**src/sv/masked_pixel_to_rgba8_macros.svh**
```systemverilog
// Assertion macros shared by the masked_pixel_to_rgba8 RTL.
// No dependencies; define NO_ASSERTIONS to compile the checks out.
`ifndef MASKED_PIXEL_TO_RGBA8_MACROS_SVH
`define MASKED_PIXEL_TO_RGBA8_MACROS_SVH

`ifndef NO_ASSERTIONS

// Property must hold at every rising edge outside reset.
`define MPR_ASSERT(label, clk, rst_n, prop) \
	label: assert property (@(posedge clk) disable iff (!rst_n) (prop)) \
		else $error("masked_pixel_to_rgba8: property violated");

// Condition must never be seen at a rising edge outside reset.
`define MPR_NEVER(label, clk, rst_n, cond) \
	label: assert property (@(posedge clk) disable iff (!rst_n) !(cond)) \
		else $error("masked_pixel_to_rgba8: forbidden condition seen");

`else

`define MPR_ASSERT(label, clk, rst_n, prop)
`define MPR_NEVER(label, clk, rst_n, cond)

`endif

`endif

```
**src/sv/mpr_pkg.sv**
```systemverilog
// Shared types, constants and helpers for the masked pixel unpacker.
// No dependencies; imported by every module of the block.
`default_nettype none

package mpr_pkg;

	localparam int MPR_WORD_W     = 32;
	localparam int MPR_QUOT_W     = 8;
	localparam int MPR_NUM_W      = MPR_WORD_W + MPR_QUOT_W;
	localparam int MPR_SHIFT_W    = $clog2(MPR_WORD_W);
	localparam int MPR_BPP_W      = 3;
	localparam int MPR_REG_IDX_W  = 3;
	localparam int MPR_CHANNELS   = 4;

	// Stages 1..3 unpack and form the numerator, then one stage per quotient bit.
	localparam int MPR_PREP_STAGES = 3;
	localparam int MPR_STAGES      = MPR_PREP_STAGES + MPR_QUOT_W;

	localparam logic [MPR_WORD_W-1:0] MPR_RED_MASK_RST   = 32'h00FF_0000;
	localparam logic [MPR_WORD_W-1:0] MPR_GREEN_MASK_RST = 32'h0000_FF00;
	localparam logic [MPR_WORD_W-1:0] MPR_BLUE_MASK_RST  = 32'h0000_00FF;
	localparam logic [MPR_WORD_W-1:0] MPR_ALPHA_MASK_RST = 32'hFF00_0000;
	localparam logic [MPR_BPP_W-1:0]  MPR_BPP_RST        = 3'd4;

	localparam logic [MPR_QUOT_W-1:0] MPR_OPAQUE = 8'hFF;

	localparam int CH_RED   = 0;
	localparam int CH_GREEN = 1;
	localparam int CH_BLUE  = 2;
	localparam int CH_ALPHA = 3;

	typedef enum logic [MPR_REG_IDX_W-1:0] {
		REG_RED_MASK        = 3'd0,
		REG_GREEN_MASK      = 3'd1,
		REG_BLUE_MASK       = 3'd2,
		REG_ALPHA_MASK      = 3'd3,
		REG_BYTES_PER_PIXEL = 3'd4
	} mpr_reg_t;

	// Per-stage register load enables; bit k loads stage k+1.
	typedef struct packed {
		logic [MPR_STAGES-1:0] load;
	} mpr_pipe_t;

	// Trailing zero count; zero for an all-zero word.
	function automatic logic [MPR_SHIFT_W-1:0] mpr_ctz(input logic [MPR_WORD_W-1:0] m);
		logic [MPR_SHIFT_W-1:0] n;
		n = '0;
		for (int i = MPR_WORD_W - 1; i >= 0; i--) begin
			if (m[i]) begin
				n = MPR_SHIFT_W'(i);
			end
		end
		return n;
	endfunction

endpackage

`default_nettype wire

```
**src/sv/mpr_pipe_ctrl.sv**
```systemverilog
// Valid bits and load enables of the pipeline, with bubble collapsing.
// Depends on mpr_pkg and masked_pixel_to_rgba8_macros.svh.
`default_nettype none
`include "masked_pixel_to_rgba8_macros.svh"

module mpr_pipe_ctrl (
	input  logic              clk,
	input  logic              arst_n,
	input  logic              in_valid,
	output logic              in_stall,
	output logic              out_valid,
	input  logic              out_stall,
	output mpr_pkg::mpr_pipe_t pipe
);
	import mpr_pkg::*;

	logic [MPR_STAGES-1:0] valid_q;
	logic [MPR_STAGES:0]   ready;

	// A stage may load when it is empty or its contents move on.
	always_comb begin
		ready[MPR_STAGES] = !out_stall;
		for (int k = MPR_STAGES - 1; k >= 0; k--) begin
			ready[k] = !valid_q[k] || ready[k+1];
		end
	end

	assign pipe.load = ready[MPR_STAGES-1:0];
	assign in_stall  = !ready[0];
	assign out_valid = valid_q[MPR_STAGES-1];

	always_ff @(posedge clk or negedge arst_n) begin
		if (!arst_n) begin
			valid_q <= '0;
		end else begin
			valid_q <= (valid_q & ~pipe.load) |
				({valid_q[MPR_STAGES-2:0], in_valid} & pipe.load);
		end
	end

	`MPR_ASSERT(a_stall_only_when_full, clk, arst_n, in_stall |-> (&valid_q))
	`MPR_NEVER(a_stall_with_free_output, clk, arst_n, in_stall && !out_stall)
	`MPR_ASSERT(a_fill_on_request, clk, arst_n, (in_valid && !in_stall && !(out_valid && !out_stall)) |=> ($countones(valid_q) == $past($countones(valid_q)) + 1))
	`MPR_ASSERT(a_drain_on_delivery, clk, arst_n, (!(in_valid && !in_stall) && out_valid && !out_stall) |=> ($countones(valid_q) + 1 == $past($countones(valid_q))))

endmodule

`default_nettype wire

```
**config.mk**
```make
export PLATFORM = sky130hd
export DESIGN_NAME = mpr_pipe_ctrl
export DESIGN_NICKNAME = d
export VERILOG_FILES = /design/src/sv/mpr_pkg.sv /design/src/sv/mpr_pipe_ctrl.sv
export VERILOG_INCLUDE_DIRS = /design/src /design/src/sv
export SDC_FILE = /design/constraint.sdc
export NUM_CORES = 1
export LEC_CHECK = 0
export BUFFER_PORTS_ARGS = -buffer_cell sky130_fd_sc_hd__buf_4
export CORE_AREA = 5 5 42 44
export DETAILED_ROUTE_END_ITERATION = 10
export DIE_AREA = 0 0 47 49
export HOLD_SLACK_MARGIN = 0.1
export MAX_ROUTING_LAYER = met4
export PLACE_DENSITY = 0.65
export RECOVER_POWER = 100
export SYNTH_ARGS = -nofsm -noshare
export SYNTH_HDL_FRONTEND = slang
export SYNTH_SLANG_ARGS = --single-unit
```
**constraint.sdc**
```tcl
create_clock -name clk -period 1.71 [get_ports clk]
set_input_delay 0.342 -clock clk [delete_from_list [all_inputs] [get_ports clk]]
set_output_delay 0.342 -clock clk [all_outputs]
set_load 0.02 [all_outputs]
```
; Yosys cells after proc, flatten, opt, wreduce, memory -nomap -nowiden
; Index checks and enable logic that the tools add are counted.
[totals]
elab_cells = 29
regBits = 11
output_inout_bits = 13
input_bits = 4
[classes]
bitwise = 4
reduce_logical = 24
[ops]
columns = op, n
row1 = 11-bit bitwise AND, 2
row2 = 1-bit logical NOT, 13
row3 = 1-bit logical OR, 11
row4 = 11-bit NOT, 1
row5 = 11-bit bitwise OR, 1

; Logic depth before layout (Yosys ltp)
[logic_depth]
ltp_word = 15
ltp_mapped = 3

; Least setup slack after synthesis
; No wires, ideal clock.
[synth_timing]
kind = register -> output
start = reg with a tool-made name
end = out pipe[0] (netlist name)
path_slack_ns = -0.515
t_arrival_ns = 1.883
path_stages_with_launch = 4
n_path_buf = 0
required_time_ns = 1.368
cell_sequence = dfrtp_1 nand4_4 nor4_1 inv_1
[synth_rtl]
columns = item, line_no
row1 = to (decl), mpr_pipe_ctrl.sv:13  ; output mpr_pkg::mpr_pipe_t pipe

==> impl_metrics.yaml <==
run_status:
  status: "finished, violations left"
  violations: "setup timing"
logic_synthesis:
  synth_cell_types: 16
  yosysSeqAreaShare_pct: 59.78
  synth.avg_cell_area_sq_um: 10.96
  yosysWarnings: 0
  synth_fp_nets: 46
  syn_inst: 42
  ys_ff_latch: 11
  synth_top_cell_by_area: "dfrtp_1"
  syn_area_sq_um: 460.4
  netlist.area_leader.share_pct: 59.78
  synthTopCellsByArea: "dfrtp_1 (60%), nand2_1 (5.7%), nand2b_1 (5.4%)"
setup_path:
  crit_arrival_ps: 1480
  path_buf_inv: 1
  critical_path.max_fanout: 4
  path_delay_family: "simple AND/OR/NAND/NOR gates"
  crit_required_ps: 1370
  end_kind: "output pin"
  crit_chain: "nand4_4 > or4_4 > buf_6"
  slowest_stage: "or4_4"
  slowest_delay_ps: 470
  crit_path_start_kind: "flop"
  worstSetupPathType: "reg2out"
floorplan:
  io_pins: 17
  row_count: 14
  start_util_pct: 32.86
  die-area_sq_um: 2303
  dieHeight_microns: 49
  core_sq_um: 1401
  fp.dieW_microns: 47
grt:
  grt_max_degree: 12
  overflow: 0
  antenna_found_initial: 0
  grt_util_all_layers_pct: 13.26
  grt_pass1_wl_microns: 2014
  grt_pass1_vias: 448
sta:
  final-hold-violation-count: 0
  finalCriticalPeriod_ps: 1820
  fin_worst_skew_ps: 1.306
  hold_slack_ps: 254.2
  slew_headroom_pct: 59.01
  fin_ws_ps: -110.4
  finalCritPeriodShare_pct: 106.5
  rsz0062_at_grt: "yes"
  setup_violations: 5
  worstMarginPinSlew_ps: 614.8
  fmax_mhz: 549.3
  slew_violations: 0
routing:
  vias_per_cell: 4.722
  first_pass_iters: 2
  wl_per_cell_microns: 14.04
  drtIter0Drc: 7
  antenna_left: 0
  routed_wl_microns: 1264
  drc: 0
  vias: 425
pwr:
  p_per_area_nw_per_um2: 1104
  ir_drop_mv: 0.6115
  leakage_nw: 0.3514
final_layout:
  mostFrequentLayoutCell: "buf_4"
  nNetsFinal: 79
  multiInputGateArea_sq_um: 216.5
  fill_cells: 137
  final_cell_mix: "buf_4 (12), dfrtp_1 (11), buf_6 (9), clkbuf_1 (6), nand2_1 (5)"
  instances_no_fill: 90
  drive_gt1_share_pct: 51.35
  n_antenna_cell: 0
  syn_to_final_growth_pct: 69.57
  register_area_sq_um: 275.3
clock_tree:
  clkLatencyLatePin_ps: 270
  cts_root_buf: "clkbuf_4"
  clk_pin_slew_ps: 70
  clock_path_buffers: 2
  clock-sinks: 11
  cts_max_level: 1
  cts_tree: "yes"
  numCtsBuffers: 3
run:
  cap_violations: 0
placement:
  dp_hpwl_microns: 744.2
  dp.cells: 75
  port_buffers: 16
  place_congestion: 0.6784
min_path:
  min_path_type: "in2reg"
==> layer usage <==
layer	track usage (%)	routed length, microns	vias up
met5	-	0	-
met2	19.23	646	14
met1	14.48	501	203
li1	-	-	204
met4	8.295	35	0
met3	5.535	81	4
==> metrics by stage <==
stage | setup TNS [ps] | setup slack, ps | util (%) | area, sq um | power (W)
2_1_floorplan | -63.56 | -61.85 | - | 480.5 | 0.0004833
3_3_place_gp | 0 | 61.67 | 44.82 | 628.1 | 0.0005744
3_5_place_dp | 0 | 42.35 | 44.82 | 628.1 | 0.0005810
4_1_cts | -256.7 | -98.63 | 53.75 | 753.2 | 0.0008252
5_1_grt | -891.7 | -180.6 | 55.71 | 780.7 | 0.0009123
6_report | -314.6 | -110.4 | 55.71 | 780.7 | 0.0008621
==> worst register-to-register path, stage by stage (launching register included) <==
cell	delay, ps
dfrtp_1	400
nand4_4	180
nor4_4	370
buf_4	160
buf_4	90
or2_1	80
==> synth_stat cells <==
cell and n:
dfrtp_1 11, inv_1 4, nand3_1 3, nor2_1 1
nand4_4 1, nor3_1 1, nand4_1 1, a31o_2 1
or4_4 1, a21o_1 1, nor4_1 1, a21o_2 1
nand2b_1 4, or2_1 1, nand2_1 7, or2_2 3
==> cells by family (layout without fill, tap and decap cells) <==
logic type	Yosys count	after routing	share of synthesized area, %
simple gates	24	24	31.52
flops	11	11	59.78
buf+inv	4	36	3.260
compound gates	3	3	5.436
==> final timing paths <==
path / cells after the start / start / slack, ps / endpoint
max in group asynchronous: 2 / arst_n / 730 / asynchronous set/reset pin
hold / removal: 2 / in_valid / 250 / flop
setup / recovery: 3 / flop / -110 / pipe[1]
hold reg to reg: 1 / flop / 500 / flop
setup reg to reg: 5 / flop / 370 / flop
min in group asynchronous: 2 / arst_n / 590 / asynchronous set/reset pin
==> layout make-up <==
| class | count | area share [%] |
|---|---|---|
| Multi-Input combinational cell | 27 | 27.72 |
| Timing Repair Buffer | 28 | 29.17 |
| Inverter | 4 | 1.923 |
| Clock buffer | 4 | 3.365 |
| Sequential cell | 11 | 35.26 |
| Tap cell | 16 | 2.564 |
==> repair_timing <==
action                                 CTS  global route
setup endpoints to repair                9             9
hold buffers                             1             0
buffers inserted                         7             3
endpoints found under the hold margin   11             0
resized for setup                       10             7
pin swaps                                5             5
==> power by group <==
part           internal (W)  total (W)  switching, W
logic              0.000159   0.000338      0.000179
clock network     0.0000904   0.000186     0.0000956
registers          0.000299   0.000338     0.0000386
(Power assumes the default switching activity.)
