==> src/sv/masked_pixel_to_rgba8_macros.svh <==
// Assertion macros shared by the masked_pixel_to_rgba8 RTL.
// No dependencies; define NO_ASSERTIONS to compile the checks out.
`ifndef MASKED_PIXEL_TO_RGBA8_MACROS_SVH
`define MASKED_PIXEL_TO_RGBA8_MACROS_SVH

`ifndef NO_ASSERTIONS

// Property must hold at every rising edge outside reset.
`define MPR_ASSERT(label, clk, rst_n, prop) \
	label: assert property (@(posedge clk) disable iff (!rst_n) (prop)) \
		else $error("masked_pixel_to_rgba8: property violated");

// Condition must never be seen at a rising edge outside reset.
`define MPR_NEVER(label, clk, rst_n, cond) \
	label: assert property (@(posedge clk) disable iff (!rst_n) !(cond)) \
		else $error("masked_pixel_to_rgba8: forbidden condition seen");

`else

`define MPR_ASSERT(label, clk, rst_n, prop)
`define MPR_NEVER(label, clk, rst_n, cond)

`endif

`endif

==> src/sv/mpr_pkg.sv <==
// Shared types, constants and helpers for the masked pixel unpacker.
// No dependencies; imported by every module of the block.
`default_nettype none

package mpr_pkg;

	localparam int MPR_WORD_W     = 32;
	localparam int MPR_QUOT_W     = 8;
	localparam int MPR_NUM_W      = MPR_WORD_W + MPR_QUOT_W;
	localparam int MPR_SHIFT_W    = $clog2(MPR_WORD_W);
	localparam int MPR_BPP_W      = 3;
	localparam int MPR_REG_IDX_W  = 3;
	localparam int MPR_CHANNELS   = 4;

	// Stages 1..3 unpack and form the numerator, then one stage per quotient bit.
	localparam int MPR_PREP_STAGES = 3;
	localparam int MPR_STAGES      = MPR_PREP_STAGES + MPR_QUOT_W;

	localparam logic [MPR_WORD_W-1:0] MPR_RED_MASK_RST   = 32'h00FF_0000;
	localparam logic [MPR_WORD_W-1:0] MPR_GREEN_MASK_RST = 32'h0000_FF00;
	localparam logic [MPR_WORD_W-1:0] MPR_BLUE_MASK_RST  = 32'h0000_00FF;
	localparam logic [MPR_WORD_W-1:0] MPR_ALPHA_MASK_RST = 32'hFF00_0000;
	localparam logic [MPR_BPP_W-1:0]  MPR_BPP_RST        = 3'd4;

	localparam logic [MPR_QUOT_W-1:0] MPR_OPAQUE = 8'hFF;

	localparam int CH_RED   = 0;
	localparam int CH_GREEN = 1;
	localparam int CH_BLUE  = 2;
	localparam int CH_ALPHA = 3;

	typedef enum logic [MPR_REG_IDX_W-1:0] {
		REG_RED_MASK        = 3'd0,
		REG_GREEN_MASK      = 3'd1,
		REG_BLUE_MASK       = 3'd2,
		REG_ALPHA_MASK      = 3'd3,
		REG_BYTES_PER_PIXEL = 3'd4
	} mpr_reg_t;

	// Per-stage register load enables; bit k loads stage k+1.
	typedef struct packed {
		logic [MPR_STAGES-1:0] load;
	} mpr_pipe_t;

	// Trailing zero count; zero for an all-zero word.
	function automatic logic [MPR_SHIFT_W-1:0] mpr_ctz(input logic [MPR_WORD_W-1:0] m);
		logic [MPR_SHIFT_W-1:0] n;
		n = '0;
		for (int i = MPR_WORD_W - 1; i >= 0; i--) begin
			if (m[i]) begin
				n = MPR_SHIFT_W'(i);
			end
		end
		return n;
	endfunction

endpackage

`default_nettype wire

==> src/sv/mpr_divider.sv <==
// One channel, restoring divider: one quotient bit per stage after stage 3.
// Depends on mpr_pkg.
`default_nettype none

module mpr_divider (
	input  logic                           clk,
	input  mpr_pkg::mpr_pipe_t             pipe,
	input  logic [mpr_pkg::MPR_WORD_W-1:0] rem_s3,
	input  logic [mpr_pkg::MPR_QUOT_W-1:0] lo_s3,
	input  logic [mpr_pkg::MPR_WORD_W-1:0] top_s3,
	input  logic                           zero_s3,
	output logic [mpr_pkg::MPR_QUOT_W-1:0] quot,
	output logic                           zero
);
	import mpr_pkg::*;

	localparam int First = MPR_PREP_STAGES + 1;
	localparam int Last  = MPR_STAGES;

	// Arrays are indexed by stage number.
	logic [MPR_WORD_W-1:0] rem_s  [First:Last];
	logic [MPR_QUOT_W-1:0] lo_s   [First:Last];
	logic [MPR_WORD_W-1:0] top_s  [First:Last];
	logic [MPR_QUOT_W-1:0] q_s    [First:Last];
	logic                  zero_s [First:Last];

	for (genvar s = First; s <= Last; s++) begin : g_step
		logic [MPR_WORD_W-1:0] rem_in;
		logic [MPR_QUOT_W-1:0] lo_in;
		logic [MPR_WORD_W-1:0] top_in;
		logic [MPR_QUOT_W-1:0] q_in;
		logic                  zero_in;
		logic [MPR_WORD_W:0]   trial;
		logic [MPR_WORD_W+1:0] diff;
		logic                  ge;

		if (s == First) begin : g_head
			assign rem_in  = rem_s3;
			assign lo_in   = lo_s3;
			assign top_in  = top_s3;
			assign q_in    = '0;
			assign zero_in = zero_s3;
		end else begin : g_link
			assign rem_in  = rem_s[s-1];
			assign lo_in   = lo_s[s-1];
			assign top_in  = top_s[s-1];
			assign q_in    = q_s[s-1];
			assign zero_in = zero_s[s-1];
		end

		// remainder stays below top, so the kept value fits the word
		assign trial = {rem_in, lo_in[MPR_QUOT_W-1]};
		assign diff  = {1'b0, trial} - {2'b00, top_in};
		assign ge    = !diff[MPR_WORD_W+1];

		always_ff @(posedge clk) begin
			if (pipe.load[s-1]) begin
				rem_s[s]  <= ge ? diff[MPR_WORD_W-1:0] : trial[MPR_WORD_W-1:0];
				lo_s[s]   <= {lo_in[MPR_QUOT_W-2:0], 1'b0};
				top_s[s]  <= top_in;
				q_s[s]    <= {q_in[MPR_QUOT_W-2:0], ge};
				zero_s[s] <= zero_in;
			end
		end
	end

	assign quot = q_s[Last];
	assign zero = zero_s[Last];

endmodule

`default_nettype wire

==> config.mk <==
export PLATFORM = sky130hd
export DESIGN_NAME = mpr_divider
export DESIGN_NICKNAME = d
export VERILOG_FILES = /design/src/sv/masked_pixel_to_rgba8_macros.svh /design/src/sv/mpr_pkg.sv /design/src/sv/mpr_divider.sv
export SDC_FILE = /design/constraint.sdc
export NUM_CORES = 1
export LEC_CHECK = 0
export BUFFER_PORTS_ARGS = -buffer_cell sky130_fd_sc_hd__buf_2
export CORE_ASPECT_RATIO = 1.25
export CORE_MARGIN = 2
export CORE_UTILIZATION = 59
export DETAILED_ROUTE_END_ITERATION = 8
export PLACE_DENSITY = 0.76
export SLEW_MARGIN = 20
export SYNTH_ARGS = -nofsm -noshare
export SYNTH_HDL_FRONTEND = slang
export SYNTH_SLANG_ARGS = --single-unit
==> constraint.sdc <==
create_clock -name clk -period 3.6 [get_ports clk]
set_input_delay 0.72 -clock clk [delete_from_list [all_inputs] [get_ports clk]]
set_output_delay 0.72 -clock clk [all_outputs]
set_load 0.05 [all_outputs]
; ---- After elaboration in Yosys (flattened, before gate mapping)
; Memory sizes are Yosys's and may differ from the RTL's.
; Cells that the tools add are included.
[op_classes]
add_sub_neg = 8
muxes = 24
n_reduce_logical = 8
[op_table]
columns = op, n
row1 = $sub A33 B32 Y34, 8
row2 = $mux W32, 8
row3 = $mux W1, 16
row4 = $logic_not A1 Y1, 8
[totals]
register_bits = 0
wordCells = 45
mem_bits_rw = 640
n_memories = 5
inputBits = 85
out_inout_bits = 9
[mem_list]
columns = name, depth, width, rd, rd_ports_with_merged_regs, wr, line
row1 = rem_s, 8, 32, 7, 0, 8, mpr_divider.sv:21  ; logic [MPR_WORD_W-1:0] rem_s [First:Last];
row2 = top_s, 8, 32, 7, 0, 8, mpr_divider.sv:23  ; logic [MPR_WORD_W-1:0] top_s [First:Last];
row3 = q_s, 8, 8, 8, 0, 8, mpr_divider.sv:24  ; logic [MPR_QUOT_W-1:0] q_s [First:Last];
row4 = lo_s, 8, 7, 7, 0, 8, mpr_divider.sv:22  ; logic [MPR_QUOT_W-1:0] lo_s [First:Last];
row5 = zero_s, 8, 1, 8, 0, 8, mpr_divider.sv:25  ; logic zero_s [First:Last];

; ---- Logic depth before layout (Yosys ltp)
; Gate-level depths: netlist (run 1).
; An unclocked memory read counts as a cell.
[depth]
depth_word = 3
ltp_mapped = 13
depth_no_buf = 13

; ---- Least setup slack after synthesis (run 1)
; Ideal clock, no wire load.
[synth_timing]
kind = input-to-reg
startpoint = in lo_s3[7] in the netlist's numbering
endpoint = reg, netlist name rem_s[1][26]
arrival_time_ns = 3.107
cell_stages = 13
setup_time_ns = 0.260
setup_slack_ns = 0.233
n_path_buf = 0
required_ns = 3.340
cell_sequence = inv_1 ha_1 inv_1 fa_1 a211oi_1 o21ai_0 a31oi_1 o21a_1 o21a_1 o41ai_1 a31oi_1 xnor2_1 mux2_2
[synth_lines]
columns = element, line
row1 = start: declaration, mpr_divider.sv:9  ; input logic [mpr_pkg::MPR_QUOT_W-1:0] lo_s3,

==> qor.txt, run 1 <==
Hold Crit Class: primary input to flip-flop
Cell Area, Placed: 33,700 um2
Core ar.: 52,600 um2
Simple-Gate Fraction of Synth Area: 8.33%
die area: 55,000 um2
CTS tree: built
Multi-input gate area: 14,400 um2
Cell Rows: 94
largest net degree at the start of global routing: 74
final setup margin: 139 ps
commonest register cell after synthesis: edfxtp_1
CTS max path bufs: 3
post-synthesis instance total: 2,745
DRT iter0 DRCs: 1,142
FFs w/ async S/R, synth: 0%
Seq/Total Area, Yosys: 49.8%
startpoint types: flip-flop
Final Hold Violating Endpoints: 0
worst-skew pair later-pin latency: 570 ps
largest family of logic cells by synthesized area: compound AO/OA/AOI/OAI gates
drt wl/cell: 16.3 um
library cells used by synthesis: 91
FF/Latch Area: 15,600 um2
Tightest Pin Transition: 1130 ps
vias in the first global route: 22,100
kind of critical path: flip-flop to flip-flop
clk_skew: 19.5 ps
DP HPWL: 46.7 mm
Post-synth EDFFs: 520
xor and xnor area share after synthesis: 4.97%
Tot Pwr: 27,500 uW
fin area: 35,400 um2
DR vias: 21,300
hold_buf cts: 0
Layout area overhead: 12.8%
synthesized area per cell: 11.4 um2
post-place setup slack: -376 ps
list of most frequent post-synthesis cells: edfxtp_1 (520), inv_1 (313), ha_1 (255)
WHS: 319 ps
Starting Density: 59.6%
Cell Pwr Density: 777 nW/um2
clk slew on worst S/H paths: 60 ps
htree depth: 2
critical path buffer and inverter count: 3
Compound-Gate Fraction of Synth Area: 14.6%
Worst Path Required: 3920 ps
Setup violations, final: 0
final cycle utilization of the critical path: 96.1%
Total Wirelength: 60.2 mm
first-pass GRT wire length: 99.3 mm
most numerous cell in the Yosys netlist: edfxtp_1
Root Buffer: clkbuf_16
fraction of layout cells with a size suffix above 1: 17.2%
ant diodes: 0
drt drc: 0
Worst slew margin: 24.1%
initial antenna violation count: 0
synthesized-area fraction occupied by adder cells: 10.6%
Max VDD drop: 0.436 mV
min Tclk post-route: 3460 ps
TritonCTS sink count: 520
CTS buffer count: 48
final net count: 3,337
Detail Route Antenna Nets: 0
max cap viols: 0
largest area contributor in the netlist: edfxtp_1
grt ovf: 0
ranking of synthesized cells by area: edfxtp_1 (50%), ha_1 (10%), mux2_2 (4.3%)
CP top delay family: compound AO/OA/AOI/OAI gates
critical path peak fanout: 9
port bufs: 90
Die Y-Extent: 262 um
leakage: 0.0151 uW
Post-Syn Area: 31,400 um2
crit-path cells: inv_1, ha_1, nor2b_1, o2111a_2, o31ai_4, a311oi_4, o21ai_2, a2111oi_2, buf_4, o21a_1, nor3_4, buf_4, mux2_2
multiplexer share of the synthesized area: 6.93%
IO Count: 94
CP most frequent cell: buf_4
f_max: 289 MHz
Yosys reg bits: 520
layout filler cell count: 3,778
arrival time at the worst endpoint: 3790 ps
Mapped Nets: 3,092
Tot GR Track Use: 21.9%
width of the die: 210 um
status: completed
largest stage delay on the critical path: 380 ps
Via density: 5.77
Yosys top cell area share: 49.8%
GP Congestion: 0.950
Pre-Repair DR Iteration Count: 6
Yosys warning total: 0
Worst setup EP type: flip-flop
max-slew violations: 0
critical path's slowest cell: edfxtp_1
## layer usage
layer / up-vias / track usage [%] / wire (um)
met5: - / 0 / 0
met2: 535 / 41.8 / 31300
li1: 10600 / - / -
met4: 0 / 14.7 / 4180
met3: 237 / 2.07 / 1740
met1: 9928 / 22.8 / 23000
## stage by stage
step	TNS (ps)	instances	util, %
floorplan	0	2745	-
global placement	-15730	3608	64.0
detailed placement	-19870	3608	64.0
CTS	-3.00	3693	67.0
global route	-0.180	3697	67.3
finish	0	3697	67.3
## cells in the final DEF (no fill, tap or decap), types with 106 or more instances in the layout
| cell type | instances |
|---|---|
| a21oi_1 | 190 |
| nor2_1 | 118 |
| mux2_2 | 119 |
| xnor2_1 | 113 |
| a21o_1 | 106 |
| o21ai_0 | 142 |
| buf_4 | 147 |
| edfxtp_1 | 520 |
| ha_1 | 254 |
| nand2_1 | 142 |
| inv_1 | 313 |
## power by group
group | leakage, uW | switching (uW) | internal [uW]
Clock | 0.000733 | 2060 | 2830
Combinational | 0.00929 | 6740 | 6380
Sequential | 0.00509 | 711 | 8780
## cell type report
class                   count  share of cell area (%)
flip-flops and latches    520                    44.1
multi-input cells        1855                    40.7
repair buffers            249                    5.09
clock buffers              55                    3.53
inverters                 316                    3.37
well taps                 672                    2.38
clock inverters            30                   0.754
## flip-flops by register name, indices dropped and copies added, names as in the netlist
| register | cells |
|---|---|
| q_s | 36 |
| lo_s | 28 |
| rem_s | 224 |
| top_s | 224 |
| zero_s | 8 |
## timing repair
item	4_1_cts	5_1_grt
resized for setup	9	24
endpoints found under the setup margin	37	104
cloned	0	1
endpoints found under the hold margin	0	0
pin swaps	0	10
buffers inserted	0	3
## worst paths after layout
path	slack (ps)	to	from	cells past startpoint
setup / recovery	140	rem_s[1][65]	top_s[1][33]	13
hold / removal	320	lo_s[1][3]	lo_s3[3]	1
setup reg to reg	140	rem_s[1][65]	top_s[1][33]	13
hold reg to reg	420	q_s[2][30]	q_s[2][21]	0
## cell families after synthesis
kind of cell | after synthesis
adder cells (fa/ha/maj) | 262
AO/OA/AOI/OAI | 705
multiplexers | 182
XOR/XNOR | 178
flip-flops | 520
buffers and inverters | 370
AND/OR/NAND/NOR | 528
No activity file was read; power rests on OpenSTA's default activity.
==> run 2, diff against run 1 <==
==> constraint.sdc (replaced) <==
create_clock -name clk -period 3.6 [get_ports clk]
set_input_delay 0.36 -clock clk [delete_from_list [all_inputs] [get_ports clk]]
set_output_delay 0.36 -clock clk [all_outputs]
set_load 0.05 [all_outputs]
==> qor.txt, run 2 (synthesis gave the netlist of run 1 again) <==
Layout area overhead: 14.0%
post-place setup slack: -290 ps
Cell Rows: 94
port bufs: 90
Hold Crit Class: primary input to flip-flop
final setup margin: 86.6 ps
Starting Density: 59.6%
clk slew on worst S/H paths: 60 ps
GP Congestion: 0.945
DRT iter0 DRCs: 1,047
kind of critical path: flip-flop to flip-flop
Layout Cells excl Fill: 3,715
drt wl/cell: 16.7 um
largest net degree at the start of global routing: 74
initial antenna violation count: 0
max cap viols: 0
Via density: 5.79
final cycle utilization of the critical path: 97.6%
Max VDD drop: 0.471 mV
crit-path cells: ha_1, nor2b_1, o2111a_2, o31ai_4, a311oi_4, o21ai_4, a2111oi_2, buf_4, o21a_1, nor3_4, inv_4, buf_12, mux2_4
WHS Path Cells: 2
arrival time at the worst endpoint: 3840 ps
WHS: 94.4 ps
FF-to-FF End: rem_s[1][84]
Setup violations, final: 0
DR vias: 21,500
Top Registers: rem_s x224, top_s x224, q_s x36
r2r startpoint: rem_s[1][32]
max-slew violations: 0
htree depth: 2
most frequent cells in the layout: edfxtp_1 (520), inv_1 (312), ha_1 (253)
Cell Pwr Density: 786 nW/um2
commonest non-fill, non-tap cell in the layout: edfxtp_1
Core ar.: 52,600 um2
critical path peak fanout: 13
critical path buffer and inverter count: 3
Total Wirelength: 62.0 mm
IO Count: 94
f_max: 285 MHz
clk_skew: 21.4 ps
drt drc: 0
met2 usage: 43.3%
startpoint types: flip-flop
# placed instances: 3,573
Die Y-Extent: 262 um
Worst setup EP type: flip-flop
grt ovf: 0
CTS tree: built
Final Hold Violating Endpoints: 0
status: completed
met3 Track Usage GR: 2.63%
Reg2Reg Depth: 13
Tightest Pin Transition: 1140 ps
layout filler cell count: 3,855
CP top delay family: compound AO/OA/AOI/OAI gates
hold_sp: rem_s3[2]
Root Buffer: clkbuf_16
vias in the first global route: 21,900
critical path's slowest cell: edfxtp_1
Worst slew margin: 23.5%
DP HPWL: 47.5 mm
fraction of layout cells with a size suffix above 1: 16.9%
min Tclk post-route: 3510 ps
TritonCTS sink count: 520
Detail Route Antenna Nets: 0
CTS buffer count: 50
width of the die: 210 um
worst-skew pair later-pin latency: 590 ps
CTS max path bufs: 3
grt met1 use: 24.6%
hold endpoint: rem_s[1][3]
GR peak layer: met2
leakage: 0.0152 uW
setup slack, reg-to-reg: 90 ps
Tot Pwr: 28,100 uW
final net count: 3,349
die area: 55,000 um2
Worst Setup SP: rem_s[1][32]
first-pass GRT wire length: 102 mm
largest stage delay on the critical path: 440 ps
Tot GR Track Use: 22.7%
Pre-Repair DR Iteration Count: 5
Worst Path Required: 3930 ps
ant diodes: 0
[run 2: cell count changes in the layout (fill, tap and decap cells not counted), sizes merged, moves of 2 or more]
| cell | change |
|---|---|
| clkinvlp | +3 |
| clkbuf | +3 |
| clkinv | -2 |
| dlygate4sd3 | +40 |
| buf | -30 |
| bufinv | +3 |
[run 2: repair_timing]
item / in CTS / in global routing
gates cloned: 0 / 1
endpoints found under the setup margin: 35 / 161
pin swaps: 0 / 13
setup buffers: 0 / 8
hold buffers: 40 / 0
gates resized for setup: 6 / 36
endpoints found under the hold margin: 40 / 0
[run 2: cell type report]
class | count | area [um2] | share of cell area [%]
timing repair buffer | 259 | 1930 | 5.41
inverter | 316 | 1190 | 3.34
multi-input combinational | 1855 | 14400 | 40.4
tap | 672 | 841 | 2.35
clock buffer | 58 | 1300 | 3.65
clock inverter | 35 | 402 | 1.12
sequential | 520 | 15600 | 43.7
[run 2: through the flow]
step	setup TNS (ps)	utilization, %	instance area, um2
6_report	0	68.0	35700
5_1_grt	-535	68.0	35700
4_1_cts	0	67.5	35500
3_5_place_dp	-12230	63.4	33300
3_3_place_gp	-8780	63.4	33300
2_1_floorplan	0	-	31400
[run 2: worst max-delay path by stage]
stage               cells past startpoint  slack (ps)            end
floorplan                              13         320  rem_s[1][122]
global placement                       14        -210   rem_s[1][35]
detailed placement                     14        -290   rem_s[1][35]
CTS                                    13           8   rem_s[1][65]
global route                           12         -40  rem_s[1][108]
finish                                 13          90   rem_s[1][84]
[run 2: power by group]
part / internal, uW / switching [uW] / total, uW / leakage (uW)
clock: 3180 / 2160 / 5340 / 0.000827
combinational: 6430 / 6790 / 13200 / 0.00930
sequential: 8780 / 739 / 9520 / 0.00509
[run 2: per-layer routing]
| metal | vias to the layer above | share of wire (%) |
|---|---|---|
| met2 | 511 | 52 |
| li1 | 10700 | - |
| met1 | 10100 | 39 |
| met4 | 0 | 5.8 |
| met3 | 199 | 3.2 |
| met5 | - | 0 |
==> run 3, diff against run 2 <==
Settings changed: CELL_PAD_IN_SITES_DETAIL_PLACEMENT set to 0, CELL_PAD_IN_SITES_GLOBAL_PLACEMENT set to 1, CORE_UTILIZATION 59 to 52, PLACE_DENSITY 0.76 to not set, PLACE_DENSITY_LB_ADDON set to 0.1.
==> qor.txt, run 3 (synthesis gave the netlist of run 1 again) <==
Detail Route Antenna Nets: 0
layout filler cell count: 4,816
Layout Cells excl Fill: 3,829
largest net degree at the start of global routing: 74
Worst Setup SP: rem_s[1][32]
min Tclk post-route: 3460 ps
Total Wirelength: 63.1 mm
Top Registers: rem_s x224, top_s x224, q_s x36
DP HPWL: 49.2 mm
Max VDD drop: 0.378 mV
port bufs: 90
Final Hold Violating Endpoints: 0
Hold Crit Class: primary input to flip-flop
IO Count: 94
critical path peak fanout: 9
clk_skew: 15.3 ps
f_max: 289 MHz
Cell Pwr Density: 780 nW/um2
Worst slew margin: 38.9%
status: completed
Via density: 5.50
Root Buffer: clkbuf_16
Tightest Pin Transition: 916 ps
DR vias: 21,100
startpoint types: flip-flop
CTS tree: built
htree depth: 2
Core ar.: 59,600 um2
TritonCTS sink count: 520
DRT iter0 DRCs: 1,121
RSZ-0062 raised after global routing: false
most frequent cells in the layout: edfxtp_1 (520), inv_1 (312), ha_1 (255)
max cap viols: 0
initial antenna violation count: 0
# placed instances: 3,695
first-pass GRT wire length: 102 mm
setup TNS: 0 ps
Tot GR Track Use: 20.1%
CTS max path bufs: 3
Worst Path Required: 3930 ps
critical path's slowest cell: edfxtp_1
CTS buffer count: 51
Cell Rows: 100
drt wl/cell: 16.5 um
clk slew on worst S/H paths: 60 ps
largest stage delay on the critical path: 430 ps
commonest non-fill, non-tap cell in the layout: edfxtp_1
hold_sp: rem_s3[7]
width of the die: 224 um
kind of critical path: flip-flop to flip-flop
grt ovf: 0
die area: 62,300 um2
crit-path cells: ha_1, nor2b_1, o2111a_2, o31ai_4, a311oi_4, o21ai_2, a2111oi_2, buf_4, o21a_1, nor3_4, inv_4, buf_12, mux2_2
final net count: 3,375
Starting Density: 52.6%
Layout area overhead: 14.9%
r2r startpoint: rem_s[1][32]
Pre-Repair DR Iteration Count: 5
final cycle utilization of the critical path: 96.1%
arrival time at the worst endpoint: 3790 ps
vias in the first global route: 21,500
leakage: 0.0154 uW
GP Congestion: 0.885
drt drc: 0
Setup violations, final: 0
ant diodes: 0
worst-skew pair later-pin latency: 580 ps
Multi-input gate area: 14,500 um2
fraction of layout cells with a size suffix above 1: 17.4%
FF/Latch Area: 15,600 um2
Worst setup EP type: flip-flop
Die Y-Extent: 279 um
max-slew violations: 0
## run 3: changes by cell type in the layout (fill, tap and decap cells not counted), moves of 3 or more
cell        previous run  this run
a21oi_2                5         1
clkinvlp_4             5         1
buf_4                119       144
mux2_2               119       107
a211oi_1              24        27
a21oi_1              188       191
a211oi_2               5         1
clkinv_2              12        16
mux2_4                37        49
clkbuf_1               7         2
o21ai_0              143       140
## run 3: worst paths after layout
path / depth (start not counted) / slack, ps / to
setup / recovery: 13 / 140 / rem_s[1][68]
hold / removal: 2 / 110 / rem_s[1][8]
setup reg to reg: 13 / 140 / rem_s[1][68]
hold reg to reg: 0 / 410 / zero_s[2][3]
## run 3: area by class of cell
class | instances | share of cell area [%]
Clock buffer | 53 | 3.56
Clock inverter | 36 | 0.993
Inverter | 316 | 3.31
Multi-Input combinational cell | 1855 | 40.2
Sequential cell | 520 | 43.3
Tap cell | 765 | 2.66
Timing Repair Buffer | 284 | 5.94
## run 3: per-layer routing
| layer | share of wire (%) | GRT usage, % | up-vias |
|---|---|---|---|
| met5 | 0 | 0 | - |
| met4 | 5.0 | 9.28 | 0 |
| met3 | 2.5 | 2.41 | 146 |
| met2 | 52 | 38.5 | 333 |
| met1 | 40 | 22.0 | 9888 |
| li1 | - | - | 10700 |
## run 3: metrics by stage
step | area (um2) | total power (uW) | worst slack, ps | hold WS (ps) | util, %
2_1_floorplan | 31400 | 19100 | 321 | 400 | -
3_3_place_gp | 33700 | 22400 | -148 | 401 | 56.6
3_5_place_dp | 33700 | 22600 | -160 | 405 | 56.6
4_1_cts | 35800 | 28100 | 22.8 | 54.3 | 60.0
5_1_grt | 36000 | 30100 | 3.60 | 70.1 | 60.5
6_report | 36000 | 28100 | 142 | 105 | 60.5
## run 3: power breakdown
group / internal (uW) / switching [uW] / total [uW]
Sequential: 8780 / 729 / 9510
Clock: 3070 / 2190 / 5270
Combinational: 6590 / 6740 / 13300
## run 3: worst max-delay path: cells and delay by family, from the launching register on
family | cells | cell delay, ps
AOI/OAI and AO/OA | 6 | 1440
buffers and inverters | 3 | 450
DFF | 1 | 430
muxes | 1 | 340
adders and majority gates | 1 | 300
and+or+nand+nor | 2 | 240
## run 3: repair_timing
action                     in CTS  in global routing
buffers inserted                0                  3
setup endpoints to repair      41                133
pin swaps                       1                 13
hold buffers                   40                  0
hold endpoints to repair       40                  0
gates resized for setup         5                 47
gates cloned                    0                  3
